File: src/sv/fp32_isclose_comparator_core_macros.svh
// assertion macros used by the comparator core module
`ifndef FP32_ISCLOSE_COMPARATOR_CORE_MACROS_SVH
`define FP32_ISCLOSE_COMPARATOR_CORE_MACROS_SVH

// check a property on the main clock, idle during reset
`define FIC_ASSERT(name, prop, msg) \
   name: assert property (@(posedge clock) disable iff (reset) prop) else $error(msg);

// a condition in one cycle implies an outcome in the next
`define FIC_ASSERT_NEXT(name, cond, outcome, msg) \
   name: assert property (@(posedge clock) disable iff (reset) (cond) |=> (outcome)) \
      else $error(msg);

`endif

File: src/sv/fic_pkg.sv
// shared types, codes and helper functions of the fp32 closeness comparator
package fic_pkg;

   localparam logic [1:0] CSR_REL_TOLERANCE  = 2'd0;
   localparam logic [1:0] CSR_ABS_TOLERANCE  = 2'd1;
   localparam logic [1:0] CSR_NAN_EQUAL_MODE = 2'd2;

   localparam logic [31:0] REL_TOLERANCE_RESET = 32'h3727C5AC;
   localparam logic [31:0] ABS_TOLERANCE_RESET = 32'h322BCC77;
   localparam logic        NAN_EQUAL_RESET     = 1'b1;

   localparam logic [31:0] QNAN_BITS = 32'h7FC00000;
   localparam logic [7:0]  EXP_ONES  = 8'hFF;

   // decision made from the operands and tolerance settings, before any arithmetic
   typedef enum logic [1:0] {
      EARLY_NONE,
      EARLY_CLOSE,
      EARLY_FAR
   } fic_early_type;

   function automatic logic [4:0] lzc27(input logic [26:0] v);
      logic [4:0] cnt;
      cnt = 5'd27;
      for (int i = 0; i < 27; i++) begin
         if (v[i]) cnt = 5'(26 - i);
      end
      return cnt;
   endfunction

   function automatic logic [5:0] lzc48(input logic [47:0] v);
      logic [5:0] cnt;
      cnt = 6'd48;
      for (int i = 0; i < 48; i++) begin
         if (v[i]) cnt = 6'(47 - i);
      end
      return cnt;
   endfunction

   function automatic logic is_nan(input logic [31:0] u);
      return (u[30:23] == EXP_ONES) && (u[22:0] != 23'd0);
   endfunction

   function automatic logic is_inf(input logic [31:0] u);
      return (u[30:23] == EXP_ONES) && (u[22:0] == 23'd0);
   endfunction

endpackage

File: src/sv/fic_add_unit.sv
// two-stage fp32 adder: align and add, then normalize and round to nearest even
module fic_add_unit (
   input  logic        clock,
   input  logic [31:0] x,
   input  logic [31:0] y,
   input  logic        sub,
   input  logic        en_a,
   input  logic        en_b,
   output logic [31:0] z
);

   logic        sign_ff, sign_in;
   logic [7:0]  exp_ff, exp_in;
   logic [27:0] sum_ff, sum_in;
   logic        nan_ff, nan_in;
   logic        inf_ff, inf_in;
   logic        isign_ff, isign_in;
   logic [31:0] z_ff, z_in;

   always_comb begin
      logic [31:0] yb, lg, sm;
      logic [7:0]  el, es, d;
      logic [4:0]  dc;
      logic [26:0] ml;
      logic [31:0] ms, shd, mask;
      logic [26:0] yal;
      logic        xi, yi;
      yb   = {y[31] ^ sub, y[30:0]};
      xi   = fic_pkg::is_inf(x);
      yi   = fic_pkg::is_inf(yb);
      nan_in = fic_pkg::is_nan(x) || fic_pkg::is_nan(yb) || (xi && yi && (x[31] != yb[31]));
      inf_in = (xi || yi) && !nan_in;
      isign_in = xi ? x[31] : yb[31];
      if (x[30:0] >= yb[30:0]) begin
         lg = x;
         sm = yb;
      end else begin
         lg = yb;
         sm = x;
      end
      el   = (lg[30:23] == 8'd0) ? 8'd1 : lg[30:23];
      es   = (sm[30:23] == 8'd0) ? 8'd1 : sm[30:23];
      d    = el - es;
      dc   = (d > 8'd31) ? 5'd31 : d[4:0];
      ml   = {(lg[30:23] != 8'd0), lg[22:0], 3'b000};
      ms   = {5'd0, (sm[30:23] != 8'd0), sm[22:0], 3'b000};
      shd  = ms >> dc;
      mask = ~(32'hFFFFFFFF << dc);
      yal  = shd[26:0] | {26'd0, |(ms & mask)};
      if (lg[31] == sm[31]) begin
         sum_in  = {1'b0, ml} + {1'b0, yal};
         sign_in = lg[31];
      end else begin
         sum_in  = {1'b0, ml} - {1'b0, yal};
         // exact cancellation rounds to +0
         sign_in = (sum_in == 28'd0) ? 1'b0 : lg[31];
      end
      exp_in = el;
   end

   always_ff @(posedge clock) begin
      if (en_a) begin
         sign_ff  <= sign_in;
         exp_ff   <= exp_in;
         sum_ff   <= sum_in;
         nan_ff   <= nan_in;
         inf_ff   <= inf_in;
         isign_ff <= isign_in;
      end
   end

   always_comb begin
      logic [26:0] m;
      logic [9:0]  e;
      logic [4:0]  lz, sh;
      logic [7:0]  maxsh;
      logic [24:0] mr;
      logic [23:0] mant;
      logic        up;
      logic [9:0]  field;
      lz    = 5'd0;
      sh    = 5'd0;
      maxsh = 8'd0;
      if (sum_ff[27]) begin
         m = {sum_ff[27:2], sum_ff[1] | sum_ff[0]};
         e = {2'b00, exp_ff} + 10'd1;
      end else begin
         lz    = fic_pkg::lzc27(sum_ff[26:0]);
         maxsh = exp_ff - 8'd1;
         // never shift below the minimum exponent, giving subnormals
         sh    = ({3'b000, lz} < maxsh) ? lz : maxsh[4:0];
         m     = sum_ff[26:0] << sh;
         e     = {2'b00, exp_ff} - {5'd0, sh};
      end
      up = m[2] & ((m[1] | m[0]) | m[3]);
      mr = {1'b0, m[26:3]} + {24'd0, up};
      if (mr[24]) begin
         mant = mr[24:1];
         e    = e + 10'd1;
      end else begin
         mant = mr[23:0];
      end
      field = mant[23] ? e : 10'd0;
      if (nan_ff) begin
         z_in = fic_pkg::QNAN_BITS;
      end else if (inf_ff) begin
         z_in = {isign_ff, fic_pkg::EXP_ONES, 23'd0};
      end else if (field >= 10'd255) begin
         z_in = {sign_ff, fic_pkg::EXP_ONES, 23'd0};
      end else begin
         z_in = {sign_ff, field[7:0], mant[22:0]};
      end
   end

   always_ff @(posedge clock) begin
      if (en_b) begin
         z_ff <= z_in;
      end
   end

   assign z = z_ff;

endmodule

File: src/sv/fic_mul_unit.sv
// three-stage fp32 multiplier: mantissa product, normalize, denormalize and round
module fic_mul_unit (
   input  logic        clock,
   input  logic [31:0] x,
   input  logic [31:0] y,
   input  logic        en_a,
   input  logic        en_b,
   input  logic        en_c,
   output logic [31:0] z
);

   logic        sign_a_ff, sign_a_in;
   logic [2:0]  spec_a_ff, spec_a_in;  // nan, inf, zero
   logic signed [10:0] exp_a_ff, exp_a_in;
   logic [47:0] prod_ff, prod_in;

   logic        sign_b_ff;
   logic [2:0]  spec_b_ff;
   logic signed [10:0] exp_b_ff, exp_b_in;
   logic [47:0] norm_ff, norm_in;

   logic [31:0] z_ff, z_in;

   always_comb begin
      logic xn, yn, xi, yi, xz, yz, nan, inf;
      logic [7:0] ex, ey;
      xn  = fic_pkg::is_nan(x);
      yn  = fic_pkg::is_nan(y);
      xi  = fic_pkg::is_inf(x);
      yi  = fic_pkg::is_inf(y);
      xz  = (x[30:0] == 31'd0);
      yz  = (y[30:0] == 31'd0);
      nan = xn || yn || (xi && yz) || (xz && yi);
      inf = (xi || yi) && !nan;
      spec_a_in = {nan, inf, (xz || yz) && !nan && !inf};
      sign_a_in = x[31] ^ y[31];
      ex  = (x[30:23] == 8'd0) ? 8'd1 : x[30:23];
      ey  = (y[30:23] == 8'd0) ? 8'd1 : y[30:23];
      exp_a_in = $signed({3'b000, ex}) + $signed({3'b000, ey}) - 11'sd127;
      prod_in  = {(x[30:23] != 8'd0), x[22:0]} * {(y[30:23] != 8'd0), y[22:0]};
   end

   always_ff @(posedge clock) begin
      if (en_a) begin
         sign_a_ff <= sign_a_in;
         spec_a_ff <= spec_a_in;
         exp_a_ff  <= exp_a_in;
         prod_ff   <= prod_in;
      end
   end

   always_comb begin
      logic [5:0] lz;
      lz       = fic_pkg::lzc48(prod_ff);
      norm_in  = prod_ff << lz;
      exp_b_in = exp_a_ff + 11'sd1 - $signed({5'd0, lz});
   end

   always_ff @(posedge clock) begin
      if (en_b) begin
         sign_b_ff <= sign_a_ff;
         spec_b_ff <= spec_a_ff;
         exp_b_ff  <= exp_b_in;
         norm_ff   <= norm_in;
      end
   end

   always_comb begin
      logic [47:0] m, mask;
      logic signed [10:0] shift_ct;
      logic [5:0]  sh;
      logic        lost, up;
      logic [9:0]  e, field;
      logic [24:0] mr;
      logic [23:0] mant;
      shift_ct = 11'sd0;
      sh       = 6'd0;
      mask     = '0;
      if (exp_b_ff >= 11'sd1) begin
         m    = norm_ff;
         lost = 1'b0;
         e    = exp_b_ff[9:0];
      end else begin
         // below the normal range: shift into the subnormal position
         shift_ct = 11'sd1 - exp_b_ff;
         sh   = (shift_ct > 11'sd48) ? 6'd48 : shift_ct[5:0];
         m    = norm_ff >> sh;
         mask = ~({48{1'b1}} << sh);
         lost = |(norm_ff & mask);
         e    = 10'd1;
      end
      up = m[23] & ((|m[22:0]) | lost | m[24]);
      mr = {1'b0, m[47:24]} + {24'd0, up};
      if (mr[24]) begin
         mant = mr[24:1];
         e    = e + 10'd1;
      end else begin
         mant = mr[23:0];
      end
      field = mant[23] ? e : 10'd0;
      if (spec_b_ff[2]) begin
         z_in = fic_pkg::QNAN_BITS;
      end else if (spec_b_ff[1] || (field >= 10'd255)) begin
         z_in = {sign_b_ff, fic_pkg::EXP_ONES, 23'd0};
      end else if (spec_b_ff[0]) begin
         z_in = {sign_b_ff, 31'd0};
      end else begin
         z_in = {sign_b_ff, field[7:0], mant[22:0]};
      end
   end

   always_ff @(posedge clock) begin
      if (en_c) begin
         z_ff <= z_in;
      end
   end

   assign z = z_ff;

endmodule

File: src/sv/fp32_isclose_comparator_core.sv
// top level of the fp32 closeness comparator: config registers and pipeline control
// Six-stage pipeline: one operand pair enters every cycle while req_stall is low, with stalls
// absorbed stage by stage so bubbles close up. Stage one aligns and adds a-b and forms the
// 24x24 mantissa product rtol*|b|; stage two rounds the difference and normalizes the
// product; stage three rounds the product; stages four and five add atol; stage six
// compares |a-b| against the bound and holds the flag for the consumer. Every operation
// rounds to nearest even and keeps subnormals. Tolerances must be written through the csr
// port only while no item is in flight; the block itself does not enforce this.
`include "fp32_isclose_comparator_core_macros.svh"

module fp32_isclose_comparator_core (
   input  logic        clock,
   input  logic        reset,
   input  logic        csr_write_enable,
   input  logic [1:0]  csr_index,
   input  logic [31:0] csr_write_data,
   input  logic        req_valid,
   output logic        req_stall,
   input  logic [31:0] req_first_value,
   input  logic [31:0] req_second_value,
   output logic        rsp_valid,
   input  logic        rsp_stall,
   output logic        rsp_close_flag
);

   logic [31:0] rtol_ff, atol_ff;
   logic        nan_mode_ff;

   always_ff @(posedge clock) begin
      if (reset) begin
         rtol_ff     <= fic_pkg::REL_TOLERANCE_RESET;
         atol_ff     <= fic_pkg::ABS_TOLERANCE_RESET;
         nan_mode_ff <= fic_pkg::NAN_EQUAL_RESET;
      end else if (csr_write_enable) begin
         unique case (csr_index)
            fic_pkg::CSR_REL_TOLERANCE:  rtol_ff     <= csr_write_data;
            fic_pkg::CSR_ABS_TOLERANCE:  atol_ff     <= csr_write_data;
            fic_pkg::CSR_NAN_EQUAL_MODE: nan_mode_ff <= csr_write_data[0];
            default: ;
         endcase
      end
   end

   // stage valids and per-stage advance
   logic [6:1] valid_ff, valid_in;
   logic [6:1] en;

   always_comb begin
      en[6] = !valid_ff[6] || !rsp_stall;
      for (int k = 5; k >= 1; k--) begin
         en[k] = !valid_ff[k] || en[k+1];
      end
      valid_in[1] = req_valid;
      for (int k = 2; k <= 6; k++) begin
         valid_in[k] = valid_ff[k-1];
      end
   end

   always_ff @(posedge clock) begin
      if (reset) begin
         valid_ff <= '0;
      end else begin
         for (int k = 1; k <= 6; k++) begin
            if (en[k]) valid_ff[k] <= valid_in[k];
         end
      end
   end

   assign req_stall = !en[1];

   // early rules from the operands and csr settings
   fic_pkg::fic_early_type early_in;
   fic_pkg::fic_early_type early_ff [1:5];

   always_comb begin
      logic a_nan, b_nan, equal;
      a_nan = fic_pkg::is_nan(req_first_value);
      b_nan = fic_pkg::is_nan(req_second_value);
      equal = ((req_first_value[30:0] == 31'd0) && (req_second_value[30:0] == 31'd0))
              || ((req_first_value == req_second_value) && !a_nan);
      priority if (equal || (nan_mode_ff && a_nan && b_nan)) begin
         early_in = fic_pkg::EARLY_CLOSE;
      end else if ((rtol_ff[30:0] == 31'd0) && (atol_ff[30:0] == 31'd0)) begin
         early_in = fic_pkg::EARLY_FAR;
      end else begin
         early_in = fic_pkg::EARLY_NONE;
      end
   end

   always_ff @(posedge clock) begin
      if (en[1]) early_ff[1] <= early_in;
      for (int k = 2; k <= 5; k++) begin
         if (en[k]) early_ff[k] <= early_ff[k-1];
      end
   end

   logic [31:0] diff, scaled, bound;
   logic [30:0] diff3_ff, diff4_ff, diff5_ff;

   fic_add_unit u_diff (
      .clock (clock),
      .x     (req_first_value),
      .y     (req_second_value),
      .sub   (1'b1),
      .en_a  (en[1]),
      .en_b  (en[2]),
      .z     (diff)
   );

   fic_mul_unit u_scale (
      .clock (clock),
      .x     (rtol_ff),
      .y     ({1'b0, req_second_value[30:0]}),
      .en_a  (en[1]),
      .en_b  (en[2]),
      .en_c  (en[3]),
      .z     (scaled)
   );

   fic_add_unit u_bound (
      .clock (clock),
      .x     (atol_ff),
      .y     (scaled),
      .sub   (1'b0),
      .en_a  (en[4]),
      .en_b  (en[5]),
      .z     (bound)
   );

   always_ff @(posedge clock) begin
      if (en[3]) diff3_ff <= diff[30:0];
      if (en[4]) diff4_ff <= diff3_ff;
      if (en[5]) diff5_ff <= diff4_ff;
   end

   logic close_ff, close_in;

   always_comb begin
      logic cmp;
      if ((diff5_ff[30:23] == fic_pkg::EXP_ONES) || fic_pkg::is_nan(bound)) begin
         cmp = 1'b0;
      end else if (bound[31]) begin
         cmp = (diff5_ff == 31'd0) && (bound[30:0] == 31'd0);
      end else begin
         cmp = (diff5_ff <= bound[30:0]);
      end
      unique case (early_ff[5])
         fic_pkg::EARLY_CLOSE: close_in = 1'b1;
         fic_pkg::EARLY_FAR:   close_in = 1'b0;
         default:              close_in = cmp;
      endcase
   end

   always_ff @(posedge clock) begin
      if (en[6]) close_ff <= close_in;
   end

   assign rsp_valid      = valid_ff[6];
   assign rsp_close_flag = close_ff;

   // item leaving stage five, and which early rule it carries
   logic move_out, out_close, out_far;
   assign move_out  = valid_ff[5] && en[6];
   assign out_close = move_out && (early_ff[5] == fic_pkg::EARLY_CLOSE);
   assign out_far   = move_out && (early_ff[5] == fic_pkg::EARLY_FAR);

   `FIC_ASSERT(a_accept_enters, (req_valid && !req_stall) |=> valid_ff[1], "accepted item lost")
   `FIC_ASSERT_NEXT(a_drain_moves, move_out, rsp_valid, "stage five item not delivered")
   `FIC_ASSERT_NEXT(a_early_close, out_close, rsp_close_flag, "equal operands not flagged close")
   `FIC_ASSERT_NEXT(a_early_far, out_far, !rsp_close_flag, "zero tolerance flagged close")

endmodule
File: config.mk
export PLATFORM = sky130hd
export DESIGN_NAME = fp32_isclose_comparator_core
export DESIGN_NICKNAME = d
export VERILOG_FILES = /design/src/sv/fic_pkg.sv /design/src/sv/fic_add_unit.sv /design/src/sv/fic_mul_unit.sv /design/src/sv/fp32_isclose_comparator_core.sv
export VERILOG_INCLUDE_DIRS = /design/src /design/src/sv
export SDC_FILE = /design/constraint.sdc
export NUM_CORES = 2
export LEC_CHECK = 0
export BUFFER_PORTS_ARGS = -buffer_cell sky130_fd_sc_hd__buf_2
export CAP_MARGIN = 20
export CORE_MARGIN = 3
export CORE_UTILIZATION = 66
export DETAILED_ROUTE_END_ITERATION = 7
export GPL_TIMING_DRIVEN = 0
export PLACE_DENSITY = 0.84
export SYNTH_ARGS = -nofsm -noshare
export SYNTH_HDL_FRONTEND = slang
export SYNTH_SLANG_ARGS = --single-unit
File: constraint.sdc
create_clock -name clock -period 16.4 [get_ports clock]
set_clock_uncertainty 0.05 [all_clocks]
set_input_delay 3.28 -clock clock [delete_from_list [all_inputs] [get_ports clock]]
set_output_delay 3.28 -clock clock [all_outputs]
set_load 0.05 [all_outputs]
* Word-level counts from Yosys, hierarchy flattened *
Memories as Yosys holds them, arrays and structs flattened.
Cells that the tools add are included.
W data, S select, Z words.

word-level totals
  memories kept = 1
  output and inout port bits = 3
  word-level logic and storage cells = 385
  RAM bits = 10
  flip-flop bits (word level) = 464

memory list
  memory    words  width  read ports  clocked after memory_dff  wr ports  RTL line                            text
  early_ff  5      2      5           0                         5         fp32_isclose_comparator_core.sv:73  fic_pkg::fic_early_type early_ff [1:5];

operators by class
  $add $sub $neg = 23
  reduce and logical (&&, ||, !) cells = 104
  equality and inequality tests = 16
  magnitude comparators = 12
  shift-type cells = 9
  multiplexer cells = 161
  $mul = 1
  bitwise operators = 20

operator list
  cell                     number
  $mux W5                  54
  $mux W6                  33
  $logic_not A31 Y1        6
  $mux W32                 5
  $reduce_bool A23 Y1      6
  $logic_not A23 Y1        5
  $mux W10                 9
  $add A24 B1 Y25          3
  $mux W24                 3
  $mux W23                 3
  $and A27 B32 Y32         2
  $mux W4                  16
  $not A32 Y32             2
  $reduce_or A32 Y1        2
  $shl A32 B5 Y32 const A  2
  $ge A31 B31 Y1           2
  $mux W31                 2
  $add A27 B27 Y28         2
  $eq A8 B8 Y1 const B     7
  $mux W28                 2
  $sub A27 B27 Y28         2
  $mux W27                 2
  $or A27 B1 Y27           2
  $shl A27 B5 Y27          2
  other kinds (48)         172

* Depth between registers and ports, before layout *
  word-level depth = 49
  depth in mapped cells = 61
  mapped depth without buffers = 53

* By module *
Synthesis repeated with hierarchy kept, for this count alone.

second synthesis, totals
  cell total of the unflattened synthesis = 8515
  area total of the unflattened synthesis = 68152.9 sq um

by module, submodules not included
  module                        times used  cells each  area each (sq um)
  fic_mul_unit                  1           3740        32220.9
  fic_add_unit                  2           2054        14293.7
  fp32_isclose_comparator_core  1           667         7344.5

* Least setup slack after synthesis *
Ideal clock, no wire load.

  path kind = input to register
  from = in req_second_value[22]
  to = reg u_diff.sum_ff[24], data pin
  library setup time = 0.268 ns
  arrival = 13.723 ns
  path slack = 2.359 ns
  stages on the path = 54
  path buffers = 11
  data required time = 16.082 ns
  cell sequence = clkbuf_1 inv_1 ha_1 a2111oi_0 a31oi_1 or3_1 nor2_1 buf_1 clkbuf_1 buf_1 clkbuf_1 buf_1 buf_1 nand2_1 o211ai_1 ha_1 inv_1 fa_1 (+18 left out) ha_1 a21o_1 a21o_1 a21o_1 a21oi_1 o21bai_1 a21oi_1 o21bai_1 a21oi_1 o31ai_1 a221o_1 o221a_2 a221oi_1 nor2_1 nor3_1 a211oi_1 a211oi_1 xor2_1

on the way
  cells in the longest elaborated chain, start to end = 14

RTL lines
  element                                               RTL line                                text
  start: declaration                                    fp32_isclose_comparator_core.sv:20      input logic [31:0] req_second_value,
  $ge A31 B31 Y1                                        fic_add_unit.sv:34                      if (x[30:0] >= yb[30:0]) begin
  $mux W32                                              fic_add_unit.sv:34
  $logic_not A8 Y1, on equally long branches            fic_add_unit.sv:41, fic_add_unit.sv:42
  $mux W8, on equally long branches                     fic_add_unit.sv:41, fic_add_unit.sv:42
  $sub A8 B8 Y8                                         fic_add_unit.sv:43                      d = el - es;
  $gt A8 B5 Y1                                          fic_add_unit.sv:44                      dc = (d > 8'd31) ? 5'd31 : d[4:0];
  $mux W5                                               fic_add_unit.sv:44
  $shl A32 B5 Y32                                       fic_add_unit.sv:48                      mask = ~(32'hFFFFFFFF << dc);
  $not A32 Y32                                          fic_add_unit.sv:48
  $and A27 B32 Y32                                      fic_add_unit.sv:49                      yal = shd[26:0] | {26'd0, |(ms & mask)};
  $reduce_or A32 Y1                                     fic_add_unit.sv:49
  $or A27 B1 Y27                                        fic_add_unit.sv:49
  $sub A27 B27 Y28 or $add A27 B27 Y28 (tied branches)  fic_add_unit.sv:54, fic_add_unit.sv:51
  $mux W28 (*)                                          fic_add_unit.sv:50                      if (lg[31] == sm[31]) begin
  via u_diff.sum_in[24]                                 fic_add_unit.sv:14                      logic [27:0] sum_ff, sum_in;
  end signal: assignment                                fic_add_unit.sv:65                      sum_ff <= sum_in;
  end: declaration                                      fic_add_unit.sv:14

Mark *: on every way through the listed nets, which the timed path passes. The rest lies on a longest branch.
A chain may end at the register's enable or synchronous reset.

* Final worst setup path *
  from = in req_second_value[9]
  to = reg u_diff.sum_ff[25], data pin

on the way
  cells in the longest elaborated chain, start to end = 14

RTL lines
  element                                               RTL line                                text
  $ge A31 B31 Y1 (*)                                    fic_add_unit.sv:34
  $mux W32 (*)                                          fic_add_unit.sv:34
  $logic_not A8 Y1                                      fic_add_unit.sv:41                      el = (lg[30:23] == 8'd0) ? 8'd1 : lg[30:23];
  $mux W8 (*)                                           fic_add_unit.sv:41
  via u_diff.exp_in[4]                                  fic_add_unit.sv:13                      logic [7:0] exp_ff, exp_in;
  $sub A8 B8 Y8 (*)                                     fic_add_unit.sv:43
  $gt A8 B5 Y1                                          fic_add_unit.sv:44
  $mux W5 (*)                                           fic_add_unit.sv:44
  $shl A32 B5 Y32                                       fic_add_unit.sv:48
  $not A32 Y32                                          fic_add_unit.sv:48
  $and A27 B32 Y32                                      fic_add_unit.sv:49
  $reduce_or A32 Y1                                     fic_add_unit.sv:49
  $or A27 B1 Y27 (*)                                    fic_add_unit.sv:49
  $sub A27 B27 Y28 or $add A27 B27 Y28 (tied branches)  fic_add_unit.sv:54, fic_add_unit.sv:51
  $mux W28 (*)                                          fic_add_unit.sv:50
  via u_diff.sum_in[25]                                 fic_add_unit.sv:14

Marks and branches as above.

==> out/qor.yml <==
worst_hold_path:
  whs_path_depth: 0
  worst_hold_path_type: "reg2reg"
  whs_endpoint: "early_ff[0][5]"
  hold_start: "early_ff[0][3]"
yosys:
  avgSynthCellArea_sq_um: 8.38
  synthMostInstantiatedCell: "nand2_1"
  synth_top_family_by_area: "adder cells"
  yosysWarnings: 0
  synth.area.mux_share: 0.0615
  synth_top_flop_cell: "edfxtp_1"
  synth_top_area_share: 0.188
  synth_area_leaders: "edfxtp_1, fa_1, ha_1, nand2_1, inv_1"
  syn_inst: 7680
  yosys.area.top_type: "edfxtp_1"
  synth_nets: 8709
  yosys_register_bits: 474
  yosys.area_share.simple: 0.202
  synth_compound_area_frac: 0.181
  synth_edf_count: 403
  synth-seq-area-share: 0.210
  synth_area_sq_mm: 0.0643
  synth_commonest_cells: "nand2_1, inv_1, nor2_1, fa_1, a21oi_1"
  synth_cell_types: 123
  yosys.area_share.adder: 0.237
  async_flop_share: 0
  synthXorXnorAreaFrac: 0.0316
timing:
  clock.fmax_mhz: 61.1
  finalHoldViolations: 0
  slew_headroom: 0.209
  min_period_ns: 16.37
  fin_crit_sh: 0.998
  slew_violations: 0
  finalSetupViolCount: 0
  tightest_slew_ns: 1.18
  rsz0062_at_grt: "yes"
worst_setup_path:
  cp.depth: 56
  critPathMaxStageDelay_ns: 0.61
  critical_path_required_ns: 16.74
  path_max_fanout: 12
  rr_startpoint: "u_scale.z[13]"
  cp_common_cell: "o21ai_0"
  critPathKind: "in2reg"
  critPathTopFamily: "compound AO/OA/AOI/OAI gates"
  crit_buf_inv: 11
  ff2ff_setup_slack_ns: 2.40
  arrival_ns: 16.71
  ff2ff_path_depth: 54
  r2r-end: "u_bound.sum_ff[26]"
  endpoint_kind: "register"
  startpoint_type: "input pin"
  cp_slowest_cell: "clkbuf_1"
global_route:
  first_global_vias: 65100
  track_usage: 0.489
  grt_first_pass_wirelength_microns: 384000
  gr-total-overflow: 0
  grt_antenna_before_repair: 14
  grt_max_degree: 76
floorplan:
  row_count: 113
  die-area_sq_mm: 0.101
  fp.dieW_microns: 318
  start_util: 0.671
  core_area_sq_mm: 0.0959
  ios: 106
  die_y_microns: 318
route:
  vias: 66100
  drtIter0Drc: 11000
  viasPerCell: 7.24
  postRouteAntennaNets: 0
  drc: 37
  first_pass_iters: 8
  wl_per_cell_microns: 28.1
  wl_microns: 256000
clocking:
  post-cts-setup-buffer-count: 0
  clkTransAtPathRegs_ns: 0.07
  worstSkewPairLatency_ns: 0.66
  cts-root-buf: "clkbuf_16"
  htreeDepth: 2
  clock_path_buffers: 3
  cts_made_buffers: 48
  cts_tree: "built"
  cts_sinks: 474
layout:
  syn_to_final_growth_pct: 6.03
  utilization: 0.712
  instances_no_fill: 9138
  drive_above_1_share: 0.0624
  regArea_sq_mm: 0.0135
  n_fill_cell: 6994
  multi_input_area_sq_mm: 0.0460
  final_nets: 8852
flow_run:
  maxCapViolCount: 0
outcome:
  status: "finished with violations"
  violations: "design-rule violations"
place:
  place_congestion: 1.17
  placedCellCount: 9046
  dp.final_hpwl_microns: 196000
  io_buffers: 92
metrics by stage:
stage	setup TNS, ns	cell area [sq um]	worst slack (ns)	hold slack [ns]
3_5_place_dp	-16.99	66600	-1.83	0.355
3_3_place_gp	-22.41	66400	-2.06	0.351
4_1_cts	0	68100	0.128	0.367
6_report	0	68200	0.0296	0.370
5_1_grt	-0.0663	68200	-0.0663	0.368
2_1_floorplan	0	64300	2.36	0.350
state kept, by name, summed over array words and instances (netlist names), 11 cells and up:
register	flops
rtol_ff	32
u_scale.exp_b_ff	11
u_scale.prod_ff	48
diff4_ff	31
u_scale.norm_ff	48
u_diff.sum_ff	28
u_bound.z	32
u_diff.z	31
u_bound.sum_ff	28
u_scale.z	32
atol_ff	32
diff3_ff	31
diff5_ff	31
u_scale.exp_a_ff	11
layout make-up:
cell class,count,share of cell area
Clock buffer,62,0.0193
Inverter,815,0.0448
Sequential cell,474,0.198
Tap cell,1265,0.0232
Antenna cell,10,0.000367
Clock inverter,28,0.00345
Multi-Input combinational cell,5936,0.674
Timing Repair Buffer,103,0.00913
Buffer,445,0.0275
logic make-up (layout without fill, tap and decap cells):
| group | count (synthesis) | count (layout) |
|---|---|---|
| DFF | 474 | 474 |
| muxes | 350 | 350 |
| other | 0 | 10 |
| AOI/OAI and AO/OA | 1736 | 1736 |
| adders and majority gates | 926 | 926 |
| and+or+nand+nor | 2692 | 2692 |
| xor gates and xnor gates | 232 | 232 |
| buffers and inverters | 1270 | 1453 |
worst max-delay path by stage:
stage,from,endpoint,slack (ns)
after floorplan,req_second_value[22],u_diff.sum_ff[24],2.36
after global placement,req_second_value[1],u_diff.sum_ff[25],-2.06
after detailed placement,req_second_value[9],u_diff.sum_ff[25],-1.83
after CTS,req_second_value[11],u_diff.sum_ff[25],0.13
after global routing,req_second_value[9],u_diff.sum_ff[25],-0.07
final,req_second_value[9],u_diff.sum_ff[25],0.03
routing by layer:
metal  track usage  share of wire  vias to the layer above  wire length, microns
met4         0.316          0.085                       14                 21700
met1         0.605           0.34                    30900                 87700
li1              -              -                    27300                     -
met5             0        0.00044                        -                   113
met2         0.719           0.41                     6184                106000
met3         0.181           0.16                     1696                 41000
repair_timing:
action	CTS	global route
hold buffers	0	0
resized for setup	15	50
endpoints found under the setup margin	13	13
endpoints found under the hold margin	0	0
cells in the final DEF, fill, tap and decap left out, types with 73 or more instances in the layout:
cell type,n
a211oi_1,73
a21oi_1,440
and2_1,243
buf_2,133
clkbuf_1,328
edfxtp_1,403
fa_1,490
ha_1,436
inv_1,801
mux2i_1,261
nand2_1,1022
nand2b_1,75
nand3_1,202
nand4_1,89
nor2_1,497
nor3_1,142
nor4_1,111
o211ai_1,87
o21ai_0,359
xnor2_1,165
Power is left out: the tool's default activity adds up to more than one toggle a clock period on the data nets, which glitch-free logic cannot reach.
